## config.mk

```make
export PLATFORM = sky130hd
export DESIGN_NAME = svpwm_compare_generator
export DESIGN_NICKNAME = d
export VERILOG_FILES = /design/src/design/svpwm_pkg.sv /design/src/design/svpwm_front.sv /design/src/design/svpwm_queue.sv /design/src/design/svpwm_back.sv /design/src/design/svpwm_compare_generator.sv
export SDC_FILE = /design/constraint.sdc
export NUM_CORES = 2
export LEC_CHECK = 0
export ABC_CLOCK_PERIOD_IN_PS = 10300
export BUFFER_PORTS_ARGS = -buffer_cell sky130_fd_sc_hd__buf_2
export CORE_ASPECT_RATIO = 1.5
export CORE_UTILIZATION = 50
export CTS_CLUSTER_DIAMETER = 60
export DETAILED_ROUTE_END_ITERATION = 16
export MAX_ROUTING_LAYER = met4
export PLACE_DENSITY = 0.67
export SETUP_SLACK_MARGIN = 0.5
export SLEW_MARGIN = 20
export SYNTH_ARGS = -nofsm -noshare
export SYNTH_HDL_FRONTEND = slang
export SYNTH_SLANG_ARGS = --single-unit
```

## constraint.sdc

```tcl
create_clock -name clk -period 10.3 [get_ports clk]
set_input_delay 0.515 -clock clk [delete_from_list [all_inputs] [get_ports clk]]
set_output_delay 0.515 -clock clk [all_outputs]
set_load 0.02 [all_outputs]
```

## src/design/svpwm_pkg.sv

```systemverilog
// shared types and constants for the svpwm compare generator
package svpwm_pkg;

  localparam logic [14:0] SQRT3_HALF = 15'd28378;
  localparam logic signed [17:0] PHASE_MAX = 18'sd32767;
  localparam logic [14:0] DUTY_FULL = 15'h7fff;

  localparam logic [14:0] DUTY_MIN_RST = 15'd0;
  localparam logic [14:0] DUTY_MAX_RST = 15'h7fff;
  localparam logic [15:0] TIMER_MAX_RST = 16'hffff;

  localparam logic [1:0] CFG_DUTY_MIN = 2'd0;
  localparam logic [1:0] CFG_DUTY_MAX = 2'd1;
  localparam logic [1:0] CFG_TIMER_MAX = 2'd2;

  typedef struct packed {
    logic signed [15:0] va;
    logic signed [16:0] vb;
    logic signed [16:0] vc;
  } phase_t;

  typedef struct packed {
    logic [14:0] duty_min;
    logic [14:0] duty_max;
    logic [15:0] timer_max;
  } cfg_t;

  typedef struct packed {
    logic full;
    logic empty;
  } q_status_t;

endpackage

```

## src/design/svpwm_front.sv

```systemverilog
// front end: input register, beta multiply and inverse clarke
module svpwm_front (
  input  logic                  clk,
  input  logic                  rst,
  input  logic                  s_tvalid,
  output logic                  s_tready,
  input  logic [31:0]           s_tdata,   // alpha[15:0], beta[31:16]
  input  svpwm_pkg::q_status_t  q_status,
  output logic                  push,
  output svpwm_pkg::phase_t     push_data
);

  logic               valid;
  logic signed [15:0] alpha;
  logic signed [31:0] prod;
  logic signed [31:0] prod_next;
  logic signed [15:0] beta_in;
  logic signed [31:0] alpha_sh;
  logic signed [31:0] sum_b;
  logic signed [31:0] sum_c;

  assign beta_in   = $signed(s_tdata[31:16]);
  assign prod_next = beta_in * $signed({1'b0, svpwm_pkg::SQRT3_HALF});

  assign s_tready = !valid || !q_status.full;
  assign push     = valid && !q_status.full;

  // -16384*a +/- 28378*b, then floor by 2^15
  assign alpha_sh = {{2{alpha[15]}}, alpha, 14'd0};
  assign sum_b    = prod - alpha_sh;
  assign sum_c    = 32'sd0 - prod - alpha_sh;

  assign push_data.va = alpha;
  assign push_data.vb = sum_b[31:15];
  assign push_data.vc = sum_c[31:15];

  always_ff @(posedge clk) begin
    if (rst) begin
      valid <= 1'b0;
    end else if (s_tready) begin
      valid <= s_tvalid;
    end
  end

  always_ff @(posedge clk) begin
    if (s_tready && s_tvalid) begin
      alpha <= $signed(s_tdata[15:0]);
      prod  <= prod_next;
    end
  end

endmodule

```

## src/design/svpwm_queue.sv

```systemverilog
// small fifo between front and back end
module svpwm_queue #(
  parameter int DEPTH = 4
) (
  input  logic                  clk,
  input  logic                  rst,
  input  logic                  push,
  input  svpwm_pkg::phase_t     push_data,
  input  logic                  pop,
  output svpwm_pkg::phase_t     head,
  output svpwm_pkg::q_status_t  status
);

  localparam int PTR_W = $clog2(DEPTH);
  localparam int CNT_W = $clog2(DEPTH + 1);

  svpwm_pkg::phase_t mem [DEPTH];
  logic [PTR_W-1:0]  wr_ptr;
  logic [PTR_W-1:0]  rd_ptr;
  logic [CNT_W-1:0]  count;

  assign status.full  = (count == CNT_W'(DEPTH));
  assign status.empty = (count == '0);
  assign head         = mem[rd_ptr];

  always_ff @(posedge clk) begin
    if (push) begin
      mem[wr_ptr] <= push_data;
    end
  end

  always_ff @(posedge clk) begin
    if (rst) begin
      wr_ptr <= '0;
      rd_ptr <= '0;
      count  <= '0;
    end else begin
      if (push) begin
        wr_ptr <= (wr_ptr == PTR_W'(DEPTH - 1)) ? '0 : wr_ptr + 1'b1;
      end
      if (pop) begin
        rd_ptr <= (rd_ptr == PTR_W'(DEPTH - 1)) ? '0 : rd_ptr + 1'b1;
      end
      if (push && !pop) begin
        count <= count + 1'b1;
      end else if (pop && !push) begin
        count <= count - 1'b1;
      end
    end
  end

endmodule

```

## src/design/svpwm_back.sv

```systemverilog
// back end: zero-sequence injection, saturation and scaling to timer counts
module svpwm_back (
  input  logic                  clk,
  input  logic                  rst,
  input  svpwm_pkg::q_status_t  q_status,
  input  svpwm_pkg::phase_t     head,
  input  svpwm_pkg::cfg_t       cfg,
  output logic                  pop,
  output logic                  m_tvalid,
  input  logic                  m_tready,
  output logic [47:0]           m_tdata    // cnt_a[15:0], cnt_b[31:16], cnt_c[47:32]
);

  logic               v1;
  logic               v2;
  logic               v3;
  logic               en1;
  logic               en2;
  logic               en3;
  logic signed [16:0] ph [3];
  logic signed [16:0] hi;
  logic signed [16:0] lo;
  logic signed [17:0] hl_sum;
  logic signed [16:0] off;
  logic signed [17:0] diff_next [3];
  logic signed [17:0] diff [3];
  logic [14:0]        duty_next [3];
  logic [14:0]        duty [3];
  logic [30:0]        scaled [3];
  logic [15:0]        cmp [3];

  function automatic logic [14:0] saturate(input logic signed [17:0] d,
                                           input logic [14:0] dmin,
                                           input logic [14:0] dmax);
    logic [14:0] c;
    if (d > svpwm_pkg::PHASE_MAX) begin
      c = svpwm_pkg::DUTY_FULL;
    end else if (d < $signed({3'b000, dmin})) begin
      c = dmin;
    end else begin
      c = d[14:0];
    end
    if (c > dmax) begin
      c = dmax;
    end
    return c;
  endfunction

  assign en3 = !v3 || m_tready;
  assign en2 = !v2 || en3;
  assign en1 = !v1 || en2;
  assign pop = !q_status.empty && en1;

  assign m_tvalid = v3;
  assign m_tdata  = {cmp[2], cmp[1], cmp[0]};

  assign ph[0] = {head.va[15], head.va};
  assign ph[1] = head.vb;
  assign ph[2] = head.vc;

  always_comb begin
    hi = ph[0];
    lo = ph[0];
    for (int i = 1; i < 3; i++) begin
      if (ph[i] > hi) hi = ph[i];
      if (ph[i] < lo) lo = ph[i];
    end
    hl_sum = {hi[16], hi} + {lo[16], lo};
    off    = hl_sum[17:1];
    for (int i = 0; i < 3; i++) begin
      diff_next[i] = {ph[i][16], ph[i]} - {off[16], off};
      duty_next[i] = saturate(diff[i], cfg.duty_min, cfg.duty_max);
      scaled[i]    = duty[i] * cfg.timer_max;
    end
  end

  always_ff @(posedge clk) begin
    if (rst) begin
      v1 <= 1'b0;
      v2 <= 1'b0;
      v3 <= 1'b0;
    end else begin
      if (en1) v1 <= !q_status.empty;
      if (en2) v2 <= v1;
      if (en3) v3 <= v2;
    end
  end

  always_ff @(posedge clk) begin
    for (int i = 0; i < 3; i++) begin
      if (pop) diff[i] <= diff_next[i];
      if (en2 && v1) duty[i] <= duty_next[i];
      if (en3 && v2) cmp[i] <= scaled[i][30:15];
    end
  end

endmodule

```

## src/design/svpwm_compare_generator.sv

```systemverilog
// top level of the svpwm compare generator
//
// input stream s_*: one alpha/beta vector per transaction, signed q15 each.
// output stream m_*: three unsigned 16-bit timer compare counts per
// transaction, one result for every input vector, in order.
// configuration: cfg_we writes cfg_data into register cfg_index
// (0 duty_min, 1 duty_max, 2 timer_max); other indexes are dropped.
// front end registers the input and the beta multiply and forms the three
// phase voltages; a QUEUE_DEPTH entry fifo decouples it from the back end,
// which injects the min/max offset, saturates and scales in three stages.
// a result passes the input register, a fifo entry and the diff, duty and compare registers, in that order.
// throughput: one vector per cycle unless m_tready stalls the output; each stage holds one multiply per phase at most.
// a stalled m_tready holds the output register and back end; the front end
// keeps taking vectors until the fifo fills, then drops s_tready.
// reset (rst, synchronous) empties the pipeline and fifo and restores
// duty_min 0, duty_max 32767, timer_max 65535.
module svpwm_compare_generator #(
  parameter int QUEUE_DEPTH = 4
) (
  input  logic        clk,
  input  logic        rst,
  input  logic        s_tvalid,
  output logic        s_tready,
  input  logic [31:0] s_tdata,   // alpha[15:0], beta[31:16]
  output logic        m_tvalid,
  input  logic        m_tready,
  output logic [47:0] m_tdata,   // cnt_a[15:0], cnt_b[31:16], cnt_c[47:32]
  input  logic        cfg_we,
  input  logic [1:0]  cfg_index,
  input  logic [15:0] cfg_data
);

  svpwm_pkg::cfg_t      cfg;
  svpwm_pkg::q_status_t q_status;
  svpwm_pkg::phase_t    push_data;
  svpwm_pkg::phase_t    head;
  logic                 push;
  logic                 pop;

  always_ff @(posedge clk) begin
    if (rst) begin
      cfg.duty_min  <= svpwm_pkg::DUTY_MIN_RST;
      cfg.duty_max  <= svpwm_pkg::DUTY_MAX_RST;
      cfg.timer_max <= svpwm_pkg::TIMER_MAX_RST;
    end else if (cfg_we) begin
      unique case (cfg_index)
        svpwm_pkg::CFG_DUTY_MIN:  cfg.duty_min  <= cfg_data[14:0];
        svpwm_pkg::CFG_DUTY_MAX:  cfg.duty_max  <= cfg_data[14:0];
        svpwm_pkg::CFG_TIMER_MAX: cfg.timer_max <= cfg_data;
        default: ;
      endcase
    end
  end

  svpwm_front u_front (
    .clk       (clk),
    .rst       (rst),
    .s_tvalid  (s_tvalid),
    .s_tready  (s_tready),
    .s_tdata   (s_tdata),
    .q_status  (q_status),
    .push      (push),
    .push_data (push_data)
  );

  svpwm_queue #(
    .DEPTH (QUEUE_DEPTH)
  ) u_queue (
    .clk       (clk),
    .rst       (rst),
    .push      (push),
    .push_data (push_data),
    .pop       (pop),
    .head      (head),
    .status    (q_status)
  );

  svpwm_back u_back (
    .clk      (clk),
    .rst      (rst),
    .q_status (q_status),
    .head     (head),
    .cfg      (cfg),
    .pop      (pop),
    .m_tvalid (m_tvalid),
    .m_tready (m_tready),
    .m_tdata  (m_tdata)
  );

`ifndef SYNTH
  a_push_not_full: assert property (@(posedge clk) disable iff (rst)
    push |-> !q_status.full)
    else $error("push into full queue");

  a_pop_not_empty: assert property (@(posedge clk) disable iff (rst)
    pop |-> !q_status.empty)
    else $error("pop from empty queue");

  a_rst_clears_out: assert property (@(posedge clk)
    rst |=> !m_tvalid)
    else $error("output valid after reset");
`endif

endmodule

```

==> flow_summary_export.csv <==
group,metric,value,unit
status,outcome,"complete, no violations",
global_route,grt_start_max_net_pins,58,
sta,fin_setup_tns,0,ns
detailed_routing,vias,36600,
clocking,root_buffer,"clkbuf_16",
die,core_area,0.104,mm^2
synth,syn_inst,5099,
clocking,hold_buffers,0,
sta,finClkSkew,0.0416,ns
worst_setup_path,worstPathRequired,10.66,ns
cells_and_area,syn2layout_area_growth,7.73,%
cells_and_area,finalNonFillerCells,6584,
cells_and_area,final_cell_mix,"820 x inv_1, 664 x fa_1, 640 x ha_1",
cells_and_area,final_common_cell,"inv_1",
clocking,htree_num_levels,2,
clocking,path_clk_slew,0.07,ns
worst_setup_path,slowest_stage,"mux4_2",
die,dieArea,0.106,mm^2
clocking,cts-buffers-inserted,51,
detailed_routing,wirelength,128,mm
synth,synth_top_area_share,25.3,%
place,gp_congestion,0.952,
global_route,use_met3,2.73,%
sta,fin_crit_sh,91.6,%
detailed_routing,detail_route.vias_per_cell,5.55,
synth,ys_async_sr_fraction,0,%
clocking,cts_tree,"built",
global_route,busiest_layer,"met2",
synth,synth_area,0.0525,mm^2
synth,synth_area_leaders,"fa_1 25%, edfxtp_1 23%, ha_1 15%, inv_1 5.9%, and2_1 4.0%",
clocking,cts.sinks,453,
sta,setup_viol,0,
worst_setup_path,crit_path_end_kind,"register",
synth,synth_top_cell_by_area,"fa_1",
worst_setup_path,cp_max_fo,26,
synth,avgSynthCellArea,10.3,um^2
synth,seq_area_frac_synth,24.8,%
worst_setup_path,rr_worst_depth,36,
sta,rsz0062_at_grt,"yes",
sta,layout_min_cycle_time,9.44,ns
worst_setup_path,max_stage_delay,0.57,ns
worst_setup_path,arrival,9.80,ns
worst_setup_path,critPathCapture,"u_back.diff[0][52]",
place,hpwl,101,mm
min_path,hold_depth,1,
clocking,cts_max_path_buffers,3,
global_route,grt_pass1_vias,39400,
worst_setup_path,cp-start-kind,"register",
worst_setup_path,worstSetupPathType,"reg2reg",
detailed_routing,drt_iter0_markers,1806,
cells_and_area,layout-drive-gt1-share,7.36,%
synth,ys_ff_latch,453,
detailed_routing,antenna_left,0,
flow_run,cap_viol_max_count,0,
global_route,grt_pass1_wl,205,mm
global_route,grt.met1_usage,25.5,%
die,initial_core_util,50.4,%
die,fp.dieH,399,um
sta,hold_viol,0,
synth,synth-edff-count,394,
place,placedCellCount,6474,
sta,max_freq,106,MHz
sta,worst_pin_slew,1.15,ns
cells_and_area,final_nets,6498,
detailed_routing,route.detailed.drc,0,
synth,post_synth_num_cell_types,95,
detailed_routing,drtPass1Iterations,6,
synth,synth-main-ff-cell,"edfxtp_1",
sta,drv_slew,0,
die,rows,145,
global_route,antenna_found_initial,7,
global_route,met2_usage,48.0,%
die,die-width,267,um
place,portBuffers,104,
global_route,grt_overflow,0,
sta,max-slew-margin-rel,22.9,%
cells_and_area,final_core_util,54.3,%
synth,syn_nets,6458,
worst_setup_path,r2r_setup_slack,0.86,ns
global_route,grt_usage,25.5,%
die,top_level_ports,105,
synth,yosysWarnings,0,
clocking,clk_latency,0.62,ns
worst_setup_path,timing.rr.end,"u_back.diff[0][52]",
min_path,worstHoldPathType,"in2reg",
detailed_routing,wl_per_cell,19.4,um
==> per-stage QoR <==
stage                     hold slack (ns)  setup WS (ns)  instance area (um^2)
final                              0.0864          0.862                 56500
after global routing               0.0598          0.404                 56500
after CTS                          0.0499          0.553                 56400
after detailed placement            0.458          0.292                 54700
after global placement              0.449          0.427                 54700
after floorplan                     0.446          0.654                 52500
==> logic make-up after synthesis <==
kind of cell | synth area share, %
compound gates | 8.50
xor+xnor | 2.65
fa+ha+maj | 40.7
buf+inv | 7.30
flops | 24.8
mux | 2.74
simple gates | 13.3
==> layout make-up <==
cell class              count  area [um^2]
diodes                      8         20.0
multi-input cells        3628        35800
clock buffers              67         1410
inverters                 820         3080
flip-flops and latches    453        13000
clock inverters            27          280
repair buffers            185         1160
well taps                1396         1750
fillers                  9333        47600
==> critical path: cells and delay by family (launching register included) <==
kind	cells	cell delay, ns
compound gates	18	4.16
fa+ha+maj	4	1.37
simple gates	7	1.34
buf+inv	5	1.02
mux	2	0.83
flops	1	0.46
==> what timing repair did <==
action / in CTS / in global routing
pin swaps: 0 / 1
gates resized for setup: 2 / 13
setup endpoints to repair: 10 / 19
buffers inserted: 1 / 7
==> Yosys cell counts (18+ instances only) <==
| cell type | number |
|---|---|
| nor2b_1 | 34 |
| o21a_1 | 20 |
| o21ai_0 | 156 |
| nand2_1 | 553 |
| fa_1 | 664 |
| o21bai_1 | 20 |
| mux2i_1 | 31 |
| and2_1 | 333 |
| a41oi_1 | 48 |
| xor2_1 | 55 |
| nor3_1 | 47 |
| dfxtp_1 | 59 |
| nor2_1 | 201 |
| a21oi_1 | 136 |
| nand3_1 | 126 |
| nand2b_1 | 36 |
| ha_1 | 640 |
| xnor2_1 | 104 |
| nand3b_1 | 21 |
| nand4_1 | 31 |
| and3_1 | 18 |
| inv_1 | 820 |
| mux4_2 | 48 |
| clkbuf_1 | 185 |
| edfxtp_1 | 394 |
| a211o_1 | 21 |
| a21o_1 | 87 |
==> worst min path at each step <==
stage	startpoint	end
3_3_place_gp	cfg[6]	cfg[6]
3_5_place_dp	cfg[6]	cfg[6]
5_1_grt	s_tdata[6]	u_front.alpha[6]
6_report	s_tdata[9]	u_front.alpha[9]
4_1_cts	s_tdata[9]	u_front.alpha[9]
2_1_floorplan	u_back.v2	u_back.m_tvalid
==> state kept, by name (all words and copies together) (netlist names), named ones only <==
| signal | count |
|---|---|
| u_front.alpha | 16 |
| u_queue.rd_ptr | 2 |
| u_back.cmp | 48 |
| u_back.duty | 45 |
| u_front.valid | 1 |
| u_queue.wr_ptr | 2 |
| u_front.prod | 31 |
| u_back.v1 | 1 |
| u_queue.mem | 200 |
| cfg | 46 |
| u_back.diff | 54 |
| u_queue.count | 3 |
| u_back.m_tvalid | 1 |
| u_back.v2 | 1 |
==> layer usage <==
layer	vias up	wire length, um
met5	-	0
li1	16900	-
met3	310	4690
met1	18400	45300
met2	876	70400
met4	0	7270
Power is not shown: default switching activity piles up to over one toggle a cycle in this logic, so the estimate is an artifact.
